**src/cht_pkg.sv**
```systemverilog
// ----------------------------------------------------------------------------
// cht_pkg
// shared codes and controller/datapath interface types of the hash table
// ----------------------------------------------------------------------------
package cht_pkg;

  // operation selector
  typedef enum logic [1:0] {
    FUNC_INSERT = 2'd0,
    FUNC_LOOKUP = 2'd1,
    FUNC_DELETE = 2'd2,
    FUNC_SPARE  = 2'd3
  } func_t;

  // result status
  typedef enum logic [1:0] {
    ST_OK    = 2'd0,
    ST_MISS  = 2'd1,
    ST_FULL  = 2'd2,
    ST_SPARE = 2'd3
  } status_t;

  // register map
  localparam logic [2:0]  ADDR_BUCKET_COUNT  = 3'd0;
  localparam logic [10:0] BUCKET_COUNT_RESET = 11'd1024;

  // commands from controller to datapath
  typedef struct packed {
    logic    clear_step;
    logic    load_item;
    logic    head_rd;
    logic    walk_init;
    logic    node_rd;
    logic    walk_adv;
    logic    ins_node;
    logic    ins_link;
    logic    del_commit;
    logic    res_load;
    logic    res_use_val;
    status_t res_status;
    logic    out_load;
  } cmd_t;

  // status from datapath to controller
  typedef struct packed {
    logic clear_done;
    logic div_done;
    logic is_insert;
    logic is_delete;
    logic pool_empty;
    logic head_valid;
    logic cur_valid;
    logic key_match;
    logic out_free;
  } sts_t;

endpackage

```
**src/cht_ctrl.sv**
```systemverilog
// ----------------------------------------------------------------------------
// cht_ctrl
// operation sequencer: clearing pass, modulo, head read, insert or chain walk
// ----------------------------------------------------------------------------
module cht_ctrl
  import cht_pkg::*;
(
  input  logic clk,
  input  logic rst,
  input  logic s_tvalid,
  output logic s_tready,
  input  sts_t sts,
  output cmd_t cmd
);

  typedef enum logic [10:0] {
    S_CLEAR     = 11'b00000000001,
    S_IDLE      = 11'b00000000010,
    S_DIV       = 11'b00000000100,
    S_HEAD_RD   = 11'b00000001000,
    S_HEAD_WAIT = 11'b00000010000,
    S_INS_NODE  = 11'b00000100000,
    S_INS_LINK  = 11'b00001000000,
    S_WALK      = 11'b00010000000,
    S_NODE_WAIT = 11'b00100000000,
    S_DEL       = 11'b01000000000,
    S_OUT       = 11'b10000000000
  } state_t;

  state_t state, state_next;

  always_ff @(posedge clk) begin
    if (rst) state <= S_CLEAR;
    else state <= state_next;
  end

  assign s_tready = (state == S_IDLE);

  // next state and commands
  always_comb begin
    state_next = state;
    cmd        = '0;
    cmd.res_status = ST_OK;
    unique case (state)
      S_CLEAR: begin
        cmd.clear_step = 1'b1;
        if (sts.clear_done) state_next = S_IDLE;
      end
      S_IDLE: begin
        if (s_tvalid) begin
          cmd.load_item = 1'b1;
          state_next    = S_DIV;
        end
      end
      S_DIV: begin
        if (sts.div_done) state_next = S_HEAD_RD;
      end
      S_HEAD_RD: begin
        cmd.head_rd = 1'b1;
        state_next  = S_HEAD_WAIT;
      end
      S_HEAD_WAIT: begin
        if (sts.is_insert) begin
          if (sts.pool_empty) begin
            cmd.res_load   = 1'b1;
            cmd.res_status = ST_FULL;
            state_next     = S_OUT;
          end else begin
            state_next = S_INS_NODE;
          end
        end else begin
          cmd.walk_init = 1'b1;
          state_next    = S_WALK;
        end
      end
      S_INS_NODE: begin
        cmd.ins_node   = 1'b1;
        cmd.res_load   = 1'b1;
        cmd.res_status = ST_OK;
        state_next     = sts.head_valid ? S_INS_LINK : S_OUT;
      end
      S_INS_LINK: begin
        cmd.ins_link = 1'b1;
        state_next   = S_OUT;
      end
      S_WALK: begin
        if (sts.cur_valid) begin
          cmd.node_rd = 1'b1;
          state_next  = S_NODE_WAIT;
        end else begin
          cmd.res_load   = 1'b1;
          cmd.res_status = ST_MISS;
          state_next     = S_OUT;
        end
      end
      S_NODE_WAIT: begin
        if (sts.key_match) begin
          cmd.res_load    = 1'b1;
          cmd.res_use_val = 1'b1;
          cmd.res_status  = ST_OK;
          state_next      = sts.is_delete ? S_DEL : S_OUT;
        end else begin
          cmd.walk_adv = 1'b1;
          state_next   = S_WALK;
        end
      end
      S_DEL: begin
        cmd.del_commit = 1'b1;
        state_next     = S_OUT;
      end
      S_OUT: begin
        if (sts.out_free) begin
          cmd.out_load = 1'b1;
          state_next   = S_IDLE;
        end
      end
      default: state_next = S_CLEAR;
    endcase
  end

endmodule

```
**config.mk**
```make
export PLATFORM = sky130hd
export DESIGN_NAME = cht_ctrl
export DESIGN_NICKNAME = d
export VERILOG_FILES = /design/src/cht_pkg.sv /design/src/cht_ctrl.sv
export SDC_FILE = /design/constraint.sdc
export NUM_CORES = 1
export LEC_CHECK = 0
export ABC_AREA = 0
export BUFFER_PORTS_ARGS = -buffer_cell sky130_fd_sc_hd__buf_2
export CORE_MARGIN = 10
export CORE_UTILIZATION = 40
export DETAILED_ROUTE_END_ITERATION = 7
export GPL_TIMING_DRIVEN = 0
export HOLD_SLACK_MARGIN = 0.1
export PLACE_DENSITY = 0.73
export SYNTH_ARGS = -nofsm -noshare
export SYNTH_HDL_FRONTEND = slang
export SYNTH_SLANG_ARGS = --single-unit
```
**constraint.sdc**
```tcl
create_clock -name clk -period 2.6 [get_ports clk]
set_clock_uncertainty 0.05 [all_clocks]
set_input_delay 0.26 -clock clk [delete_from_list [all_inputs] [get_ports clk]]
set_output_delay 0.26 -clock clk [all_outputs]
set_load 0.01 [all_outputs]
```
* Word level (Yosys, flattened, before mapping)
Index checks and enable logic that the tools add are counted.
** Word-level totals
- Output and inout bits :: 15
- Word-level logic and storage cells :: 54
- Bits in registers :: 11
** Operators by class
- Reduce and logical (&&, ||, !) cells :: 2
- Muxes and demuxes :: 36
- Equality and inequality tests :: 15
** Operators with widths (number)
- 2-to-1 mux 11 bit :: 10
- case mux 11 bit (10 select lines) :: 1
- 2-to-1 mux 1 bit :: 20
- equality test 11 x 1 -> 1 bit (second input constant) :: 1
- equality test 11 x 10 -> 1 bit (second input constant) :: 1
- equality test 11 bit (second input constant) :: 1
- equality test 11 x 2 -> 1 bit (second input constant) :: 1
- equality test 11 x 3 -> 1 bit (second input constant) :: 1
- equality test 11 x 4 -> 1 bit (second input constant) :: 1
- equality test 11 x 5 -> 1 bit (second input constant) :: 1
- equality test 11 x 6 -> 1 bit (second input constant) :: 1
- equality test 11 x 7 -> 1 bit (second input constant) :: 1
- equality test 11 x 8 -> 1 bit (second input constant) :: 1
- equality test 11 x 9 -> 1 bit (second input constant) :: 1
- inequality test 2 bit (second input constant) :: 4
- case mux 2 bit (3 select lines) :: 1
- 2-to-1 mux 2 bit :: 2
- 2-to-1 mux 4 bit :: 1
- case mux 1 bit (4 select lines) :: 1
- AND reduction 4 bit :: 1
- OR reduction 2 bit :: 1

* Depth between registers and ports, before layout
Gate-level depths: netlist of run 1.
- Depth after elaboration :: 3
- Depth in mapped cells :: 6
- Mapped depth without buffers :: 5

* Least setup slack after synthesis of run 1
Ideal clock, no wire load.
- Path kind :: reg2out
- From :: reg state[10]
- To :: out cmd[1] (netlist bit)
- Cell stages (with the launch flop) :: 5
- Arrival time :: 1.389 ns
- Buffers on the path :: 1
- Required time :: 2.290 ns
- Slack :: 0.901 ns
- Cell sequence :: dfxtp_1 > buf_4 > nor4_4 > nand3_1 > nor4_1
** RTL lines
- start: declaration :: line cht_ctrl.sv:30 : state_t state, state_next;
- start signal: assignment :: line cht_ctrl.sv:34 : else state <= state_next;
- end: declaration :: line cht_ctrl.sv:13 : output cmd_t cmd

==> results of run 1 <==
[worst min path at each step]
stage | to | slack, ps | cells after the start
after floorplan | state[5] | 290 | 1
after global placement | state[5] | 410 | 2
after detailed placement | state[5] | 410 | 2
after CTS | state[5] | 130 | 2
after global routing | state[5] | 140 | 2
final | state[5] | 130 | 2
[Yosys cell counts (2+ instances only)]
library cell   n  area, µm²
nand2_1        7       26.3
dfxtp_1       11        220
nand2b_1       6       37.5
o21ai_0        4       20.0
a21oi_1        2       10.0
nand3_1        6       30.0
or2_1          2       12.5
xor2_1         2       17.5
inv_1          4       15.0
nor4_1         7       43.8
nor3_1         5       25.0
nor2b_1        2       12.5
buf_2          3       15.0
nand3b_1       2       15.0
nor2_1        12       45.0
clkbuf_1       2       7.51
nor3b_1        2       15.0
nor4b_1        5       43.8
nor3_2         2       20.0
[critical path: stages, from the launching register on]
cell	delay, ps
dfxtp_1	300
buf_4	160
nor4_4	430
and3_2	310
nand3_1	110
nor2_1	90
buf_2	130
[where the power goes]
| part | switching, W | total [W] | internal [W] | leakage, nW |
|---|---|---|---|---|
| clock network | 0.0000613 | 0.000121 | 0.0000595 | 0.0150 |
| registers | 0.0000121 | 0.000188 | 0.000176 | 0.0891 |
| logic | 0.0000596 | 0.000106 | 0.0000468 | 0.381 |
[per-layer routing]
metal	track usage	part of all wire	vias up
li1	-	-	460
met1	0.134	0.48	400
met2	0.153	0.44	26
met3	0.0390	0.073	4
met4	0.0401	0.010	0
met5	0	0	-
[final cells by class]
class,instances,area [µm²],area share
flip-flops and latches,11,220,0.216
repair buffers,25,125,0.123
inverters,4,15.0,0.0147
clock buffers,4,26.3,0.0258
plain buffers,7,41.3,0.0405
multi-input cells,88,558,0.547
well taps,27,33.8,0.0331
[kinds of logic (layout without fill, tap and decap cells)]
| kind of cell | after synthesis | in the layout | synth area share |
|---|---|---|---|
| simple gates | 67 | 67 | 0.484 |
| xor+xnor | 2 | 2 | 0.0210 |
| mux | 1 | 1 | 0.0120 |
| flops | 11 | 11 | 0.264 |
| compound gates | 18 | 18 | 0.151 |
| buf+inv | 11 | 40 | 0.0675 |
[stage by stage]
| stage | instances | hold slack (ps) | utilization |
|---|---|---|---|
| global placement | 162 | 408 | 0.501 |
| finish | 166 | 127 | 0.515 |
| CTS | 166 | 126 | 0.515 |
| detailed placement | 162 | 412 | 0.501 |
| floorplan | 110 | 289 | - |
| global route | 166 | 137 | 0.515 |
==> metrics.log, run 1 <==
[metrics] status: finished clean
[metrics] Avg Cell Area, Syn: approximately 7.6 µm²
[metrics] highest net fanout along the worst path: 9
[metrics] Hold Vio Cnt, Final: 0
[metrics] post-route cell area: 1020 µm²
[metrics] setup TNS after final layout: 0 ps
[metrics] Final Cycle Share: 0.812
[metrics] deepest clock path buffer count: 2
[metrics] number of fillers in the final layout: 208
[metrics] register with the highest flop count: state
[metrics] Pwr Total: 0.000415 W
[metrics] flop and latch count out of synthesis: 11
[metrics] biggest regs: state (11)
[metrics] worst-case headroom to the max-slew limit: 0.673
[metrics] Detailed Route WL: between 2000 and 2500 µm
[metrics] data arrival time of the critical path: ~1800 ps
[metrics] HPWL after DPL: 1740 µm
[metrics] DRC violation total after the first TritonRoute iteration: 53
[metrics] standard-cell row count: 16
[metrics] GRT Resource Usage Total: 0.105
[metrics] vertical die dimension: ~66 µm
[metrics] hold_sp: sts[4]
[metrics] post-synth net total: 122
[metrics] final worst slack: 488 ps
[metrics] Setup CP Type: flop to output port
[metrics] number of max-cap violations: 0
[metrics] Std-Cell Core Area: 1980 µm²
[metrics] number of synthesized flops with an enable pin: 0
[metrics] fin crit period: 2110 ps
[metrics] top library cells by usage in the layout, fill and taps aside: buf_2 (28), nor2_1 (12), dfxtp_1 (11), nor4_1 (7), nand2_1 (7)
[metrics] max reg flops: 11
[metrics] initial antenna violation count: 0
[metrics] crit end category: output port
[metrics] Clock Tree Root: clkbuf_4
[metrics] Placement Setup Slack: 766 ps
[metrics] number of sinks driven by the clock tree: 11
[metrics] insertion delay to the later sink of the worst-skew pair: between 200 and 300 ps
[metrics] source of the critical timing path: state[10]
[metrics] timing endpoint of the critical path: cmd[2]
[metrics] leakage power figure: 0.485 nW
[metrics] unique cell type count in the Yosys netlist: 43
[metrics] vias in the first global route: 856
[metrics] clock tree from TritonCTS: yes
[metrics] worst reg2reg setup slack: about 900 ps
[metrics] flip-flop cell with the highest count after synthesis: dfxtp_1
[metrics] synthesized instance count: 110
[metrics] post-synthesis to final-layout area growth: 22.2%
[metrics] grt ovf: 0
[metrics] transition time at the pin with the least slew margin: about 490 ps
[metrics] post-CTS setup buffer count: 0
[metrics] width of the die: 65.7 µm
[metrics] Cell Area, Placed: about 990 µm²
[metrics] share of final-layout standard cells stronger than drive strength 1: 0.288
[metrics] share of synthesized flip-flops with an asynchronous set or reset: 0
[metrics] Initial Utilization: 0.421
[metrics] peak clock frequency supported by timing: 0.473 GHz
[metrics] clock-pin slew on the worst setup and hold paths: 70 ps
[metrics] required time of the critical path: 2290 ps
[metrics] count of nets after finishing: 152
[metrics] total of endpoints with negative setup slack in the final report: 0
[metrics] Mapped Area: 835 µm²
[metrics] vias per cell: 5.36
[metrics] fraction of the yosys area taken by sequential cells: 0.264
[metrics] path type of the worst min-delay path: input port to flop
[metrics] antenna cell count: 0
[metrics] DR vias: 890
[metrics] Syn. warnings: 0
[metrics] peak supply drop: ~0.23 mV
[metrics] drc violations: 0
[metrics] first-pass GRT wire length: 3740 µm
[metrics] post-CTS resize count: 0
[metrics] routability-driven placement congestion ratio: 0.845
[metrics] depth of the worst register-to-register path: 6
[metrics] Cell Pwr Density: 407 nW/µm²
[metrics] DRT antenna net count: 0
[metrics] most frequent standard cell in the layout excluding fill and tap cells: buf_2
[metrics] Die Outline Area: 4310 µm²
[metrics] wire length per cell after detailed routing: between 10 and 15 µm
[metrics] CTS buffer count: 3
[metrics] total count of max-transition violations in the final report: 0
[metrics] launching element type of the critical path: flop
[metrics] IO Count: 27
[metrics] endpoint of the lowest-slack register-to-register path: state[0]
[metrics] source of the worst register-to-register timing path: state[1]
[metrics] count of input and output buffers: 25
[metrics] number of hold-repair buffers added at the cts stage: 0
[metrics] RSZ-0062 raised after global routing: false
[metrics] level count of the clock H-tree: 1
[metrics] number of optimization iterations in the first detailed-route pass: 4
[metrics] largest net degree at the start of global routing: 11
Note: power is estimated with default switching activity, not from simulation.
==> inputs of run 2 (changes only) <==
--- a/config.mk
+++ b/config.mk
@@ -12,7 +12,7 @@
 export DETAILED_ROUTE_END_ITERATION = 7
 export GPL_TIMING_DRIVEN = 0
 export HOLD_SLACK_MARGIN = 0.1
-export PLACE_DENSITY = 0.73
+export PLACE_DENSITY = 0.76
 export SYNTH_ARGS = -nofsm -noshare
 export SYNTH_HDL_FRONTEND = slang
 export SYNTH_SLANG_ARGS = --single-unit
==> constraint.sdc (replaced) <==
create_clock -name clk -period 1.85 [get_ports clk]
set_clock_uncertainty 0.05 [all_clocks]
set_input_delay 0.185 -clock clk [delete_from_list [all_inputs] [get_ports clk]]
set_output_delay 0.185 -clock clk [all_outputs]
set_load 0.01 [all_outputs]
==> run 2 against run 1 <==
The flow now finishes with violations (setup timing). Combinational power increased by 81%. Setup slack got worse by 510 ps. Critical path depth decreased by 1. Hold slack got worse by 6.5 ps. First-iteration DRC count decreased by 13%. Count of clock-buffer cells in the layout unchanged. Design area increased by 28%. Clock power increased by 39%. Die area unchanged.
==> metrics.log, run 2 (synthesis results as in run 1) <==
[metrics] biggest regs: state (11)
[metrics] clock tree from TritonCTS: yes
[metrics] leakage power figure: 0.597 nW (+23%)
[metrics] RSZ-0062 raised after global routing: true
[metrics] HPWL after DPL: 1770 µm (+1.9%)
[metrics] clock-pin slew on the worst setup and hold paths: 70 ps (about the same)
[metrics] insertion delay to the later sink of the worst-skew pair: 270 ps (about the same)
[metrics] Hold Vio Cnt, Final: 0 (unchanged)
[metrics] crit end category: output port
[metrics] Initial Utilization: 0.421 (unchanged)
[metrics] path type of the worst min-delay path: input port to flop
[metrics] IO Count: 27 (unchanged)
[metrics] number of max-cap violations: 0 (unchanged)
[metrics] DRT antenna net count: 0 (unchanged)
[metrics] setup TNS after final layout: -23.4 ps (-23.4 ps)
[metrics] first-pass GRT wire length: 4370 µm (+17%)
[metrics] antenna cell count: 0 (unchanged)
[metrics] Setup CP Type: flop to output port
[metrics] total of endpoints with negative setup slack in the final report: 2 (+2)
[metrics] Routed met3 length: 243 µm (+50%)
[metrics] GRT Resource Usage Total: 0.122 (+0.0170)
[metrics] Cell Pwr Density: 480 nW/µm² (+18%)
[metrics] DR vias: 1,022 (+15%)
[metrics] post-route cell area: 1300 µm² (+28%)
[metrics] level count of the clock H-tree: 1 (unchanged)
[metrics] data arrival time of the critical path: 1640 ps (-160 ps)
[metrics] deepest clock path buffer count: 2 (unchanged)
[metrics] top library cells by usage in the layout, fill and taps aside: buf_2 (26), buf_4 (14), nor2_1 (9), nand2b_1 (6), nand2_1 (6)
[metrics] peak clock frequency supported by timing: 0.534 GHz
[metrics] Std-Cell Core Area: 1980 µm² (unchanged)
[metrics] vertical die dimension: 65.7 µm (unchanged)
[metrics] Finished Layout Cells: 180 (+8.4%)
[metrics] DRC violation total after the first TritonRoute iteration: 46 (-13%)
[metrics] required time of the critical path: 1620 ps (-670 ps)
[metrics] number of sinks driven by the clock tree: 11 (unchanged)
[metrics] most frequent standard cell in the layout excluding fill and tap cells: buf_2
[metrics] Die Outline Area: 4310 µm² (unchanged)
[metrics] cell count after placement: 162 (unchanged)
[metrics] transition time at the pin with the least slew margin: 465 ps (-23.2 ps)
[metrics] routed metal-1 wirelength: 1080 µm (+1.7%)
[metrics] drc violations: 0 (unchanged)
[metrics] max reg flops: 11 (unchanged)
[metrics] width of the die: 65.7 µm (unchanged)
[metrics] post-synthesis to final-layout area growth: 55.9%
[metrics] launching element type of the critical path: flop
[metrics] Clock Tree Root: clkbuf_4
[metrics] initial antenna violation count: 0 (unchanged)
[metrics] share of final-layout standard cells stronger than drive strength 1: 0.490 (+0.202)
[metrics] grt ovf: 0 (unchanged)
[metrics] wire length on met2: 1420 µm (+47%)
[metrics] vias in the first global route: 975 (+14%)
[metrics] Detailed Route WL: 2760 µm (+25%)
[metrics] largest net degree at the start of global routing: 11 (unchanged)
[metrics] final worst slack: -22.5 ps (-510 ps)
[metrics] Pwr Total: 0.000625 W (+51%)
[metrics] register with the highest flop count: state
[metrics] number of optimization iterations in the first detailed-route pass: 4 (unchanged)
[metrics] total count of max-transition violations in the final report: 0 (unchanged)
[metrics] routability-driven placement congestion ratio: 0.795 (-5.9%)
[metrics] worst-case headroom to the max-slew limit: 0.690 (+0.0173)
[metrics] number of fillers in the final layout: 166 (-20%)
[metrics] fin crit period: 1870 ps
[metrics] highest net fanout along the worst path: 6 (-3)
[metrics] Final Cycle Share: 1.01
[metrics] wire length per cell after detailed routing: 15.4 µm (+15%)
[metrics] topmost layer with routed signal wires: met4
[metrics] Cell Area, Placed: 993 µm² (unchanged)
[metrics] standard-cell row count: 16 (unchanged)
[metrics] peak supply drop: 0.487 mV (+110%)
[metrics] vias per cell: 5.68 (+5.9%)
[metrics] count of nets after finishing: 166 (+9.2%)
[metrics] status: finished, violations left
[metrics] Placement Setup Slack: 102 ps (-665 ps)
[metrics] CTS buffer count: 3 (unchanged)
[metrics] violations in the final reports: setup timing
[metrics] count of input and output buffers: 25 (unchanged)
run 2: cell type report:
type	count	area, µm²	share of cell area
Buffer	4	18.8	0.0144
Multi-Input combinational cell	88	691	0.531
Tap cell	27	33.8	0.0260
Clock buffer	4	26.3	0.0202
Timing Repair Buffer	42	284	0.218
Sequential cell	11	233	0.179
Inverter	4	15.0	0.0115
run 2: path summary, 6_finish.rpt:
kind | startpoint | to | slack [ps] | cells after the start
worst max-delay path | state[6] | cmd[1] | -20 | 5
worst min-delay path | sts[7] | state[3] | 120 | 3
worst max register to register | state[3] | state[0] | 130 | 6
worst min register to register | state[8] | state[10] | 600 | 3
run 2: what timing repair did:
item | CTS | global route
resized for setup | 12 | 24
gates cloned | 0 | 0
pin swaps | 7 | 8
buffers inserted | 12 | 4
endpoints found under the hold margin | 1 | 0
setup endpoints to repair | 15 | 15
hold buffers | 1 | 0
run 2: per-stage QoR:
| stage | utilization | hold WS (ps) |
|---|---|---|
| after floorplan | - | 214 |
| after global placement | 0.501 | 332 |
| after detailed placement | 0.501 | 337 |
| after CTS | 0.580 | 125 |
| after global routing | 0.657 | 127 |
| final | 0.657 | 121 |
run 2: critical path, stage by stage (launching register included):
cell and delay (ps):
dfxtp_4 350, nor4_4 280, buf_6 160, nand3_2 110, nor4_1 280, buf_2 180
run 2: metal layers:
metal	GRT usage	vias up
met5	0	-
met4	0.0508	0
met3	0.0424	3
met2	0.202	46
met1	0.138	484
li1	-	489
run 2: power by group:
part	switching [W]	internal (W)	total, W
sequential	0.0000212	0.000244	0.000265
clock	0.0000841	0.0000836	0.000168
combinational	0.000107	0.0000847	0.000192
==> inputs of run 3 (changes only) <==
--- a/config.mk
+++ b/config.mk
@@ -6,7 +6,7 @@
 export NUM_CORES = 1
 export LEC_CHECK = 0
 export ABC_AREA = 0
-export BUFFER_PORTS_ARGS = -buffer_cell sky130_fd_sc_hd__buf_2
+export BUFFER_PORTS_ARGS = -buffer_cell sky130_fd_sc_hd__buf_4
 export CORE_MARGIN = 10
 export CORE_UTILIZATION = 40
 export DETAILED_ROUTE_END_ITERATION = 7
==> run 3 against run 2 <==
The flow still finishes with violations (setup timing). Count of clock-buffer cells in the layout unchanged. Sequential share of layout area decreased by 0.41 points. Sequential power about the same. Hold slack improved by 14 ps. Via count decreased by 0.49%. Design area increased by 2.9%. Total power increased by 1.8%. Non-clock buffer count decreased by 5. Die area unchanged. Critical path depth increased by 2.
==> metrics.log, run 3 (synthesis results as in run 1) <==
[metrics] status: finished, violations left
[metrics] violations in the final reports: setup timing
[metrics] Std-Cell Core Area: 1980 µm² (unchanged)
[metrics] CTS buffer count: 3 (unchanged)
[metrics] Die Outline Area: 4310 µm² (unchanged)
[metrics] antenna cell count: 0 (unchanged)
[metrics] Setup CP Type: flop to output port
[metrics] vias per cell: 5.81 (+2.4%)
[metrics] share of final-layout standard cells stronger than drive strength 1: 0.466 (-0.0240)
[metrics] level count of the clock H-tree: 1 (unchanged)
[metrics] source of the worst register-to-register timing path: state[1]
[metrics] drc violations: 0 (unchanged)
[metrics] launching element type of the critical path: flop
[metrics] peak supply drop: 0.372 mV (-24%)
[metrics] source of the critical timing path: state[5]
[metrics] path type of the worst min-delay path: input port to flop
[metrics] GRT Resource Usage Total: 0.115 (-0.00703)
[metrics] number of sinks driven by the clock tree: 11 (unchanged)
[metrics] required time of the critical path: 1620 ps (about the same)
[metrics] transition time at the pin with the least slew margin: 491 ps (+26.2 ps)
[metrics] first-pass GRT wire length: 4120 µm (-5.7%)
[metrics] worst-case headroom to the max-slew limit: 0.673 (-0.0175)
[metrics] Hold Vio Cnt, Final: 0 (unchanged)
[metrics] proportion of total power due to net switching: 0.343 (+0.00311)
[metrics] vertical die dimension: 65.7 µm (unchanged)
[metrics] initial antenna violation count: 0 (unchanged)
[metrics] clock-pin slew on the worst setup and hold paths: 70 ps (about the same)
[metrics] Clock Tree Root: clkbuf_4
[metrics] vias in the first global route: 920 (-5.6%)
[metrics] Detailed Route WL: 2750 µm (-0.65%)
[metrics] largest net degree at the start of global routing: 11 (unchanged)
[metrics] data arrival time of the critical path: 1640 ps (about the same)
[metrics] Pwr Total: 0.000636 W (+1.8%)
[metrics] top library cells by usage in the layout, fill and taps aside: buf_4 (32), nor2_1 (10), nand2b_1 (6), nand2_1 (6), dfxtp_1 (6)
[metrics] DRT antenna net count: 0 (unchanged)
[metrics] biggest regs: state (11)
[metrics] IO Count: 27 (unchanged)
[metrics] register share of total power: 0.418 (-0.006)
[metrics] total count of max-transition violations in the final report: 0 (unchanged)
[metrics] Initial Utilization: 0.421 (unchanged)
[metrics] max reg flops: 11 (unchanged)
[metrics] DRC violation total after the first TritonRoute iteration: 20 (-57%)
[metrics] fin crit period: 1880 ps (+3.57 ps)
[metrics] total of endpoints with negative setup slack in the final report: 1 (-1)
[metrics] hold_sp: sts[7]
[metrics] grt ovf: 0 (unchanged)
[metrics] logic gate share of total power: 0.316 (+0.009)
[metrics] clock tree from TritonCTS: yes
[metrics] setup TNS after final layout: -26.0 ps (-2.60 ps)
[metrics] peak clock frequency supported by timing: 0.533 GHz (-0.19%)
[metrics] count of nets after finishing: 161 (-3.0%)
[metrics] standard-cell row count: 16 (unchanged)
[metrics] DR vias: 1,017 (-0.49%)
[metrics] width of the die: 65.7 µm (unchanged)
[metrics] crit end category: output port
[metrics] HPWL after DPL: 1810 µm (+2.3%)
[metrics] Worst Hold Slack: 134 ps (+13.7 ps)
[metrics] Internal: 0.000418 W (+1.3%)
[metrics] leakage power figure: 0.574 nW (-3.8%)
[metrics] register with the highest flop count: state
[metrics] Final Cycle Share: 1.01 (+0.00193)
[metrics] routability-driven placement congestion ratio: 0.776 (-2.4%)
[metrics] Final Util: 0.676 (+0.0189)
[metrics] RSZ-0062 raised after global routing: true
[metrics] final worst slack: -26.0 ps (-3.57 ps)
[metrics] number of optimization iterations in the first detailed-route pass: 4 (unchanged)
[metrics] number of max-cap violations: 0 (unchanged)
[metrics] highest net fanout along the worst path: 7 (+1)
[metrics] Net Sw Power: 0.000219 W (+2.7%)
[metrics] post-synthesis to final-layout area growth: 60.4%
[metrics] Cell Pwr Density: 475 nW/µm² (-1.0%)
[metrics] insertion delay to the later sink of the worst-skew pair: 270 ps (about the same)
[metrics] Placement Setup Slack: 73.1 ps (-28.7 ps)
[metrics] most frequent standard cell in the layout excluding fill and tap cells: buf_4
[metrics] clock share of power: 0.266 (-0.002)
[metrics] count of input and output buffers: 25 (unchanged)
[metrics] deepest clock path buffer count: 2 (unchanged)
[metrics] wire length per cell after detailed routing: 15.7 µm (+2.2%)
[run 3: changes by cell type in the layout (fill, tap and decap cells not counted), sizes merged]
cell  delta
buf      -5
[run 3: worst paths after layout]
path                                  to  slack, ps  cells after the start
worst max-delay path             cmd[12]        -30                      7
worst min-delay path            state[3]        130                      3
worst max register to register  state[0]        100                      5
worst min register to register  state[5]        600                      3
[run 3: power by group through the flow]
stage	Clock [W]	Sequential, W	Combinational, W
3_5_place_dp	0	0.000269	0.000164
3_3_place_gp	0	0.000268	0.000159
2_1_floorplan	0	0.000264	0.000106
4_1_cts	0.000171	0.000261	0.000174
5_1_grt	0.000183	0.000267	0.000215
6_report	0.000169	0.000266	0.000201
[run 3: worst max-delay path: stages (launching register included)]
cell and delay [ps]:
dfxtp_4 380, nor3_4 260, buf_4 190, nand2_8 70, nor3_4 170, nand3_1 110
inv_1 70, buf_4 110
[run 3: layout make-up]
class,instances,area (µm²)
flip-flops and latches,11,234
inverters,4,15.0
plain buffers,4,18.8
well taps,27,33.8
fillers,160,643
multi-input cells,88,707
clock buffers,4,26.3
repair buffers,37,304
[run 3: metal layers]
metal  vias to the layer above  track usage  share of wire
met5                         -            0              0
met4                         0       0.0615          0.023
met3                        11       0.0475          0.082
met2                        37        0.180           0.50
li1                        490            -              -
met1                       479        0.128           0.39
[run 3: what timing repair did]
item                                   CTS  global route
setup endpoints to repair               15            15
hold buffers                             1             0
gates resized for setup                 14            23
endpoints found under the hold margin    1             0
pin swaps                                4             9
gates cloned                             0             0
buffers inserted                         7             4
[run 3: stage by stage]
stage	cells	area (µm²)
6_report	175	1340
5_1_grt	175	1340
4_1_cts	171	1190
3_5_place_dp	162	1060
3_3_place_gp	162	1060
2_1_floorplan	110	835
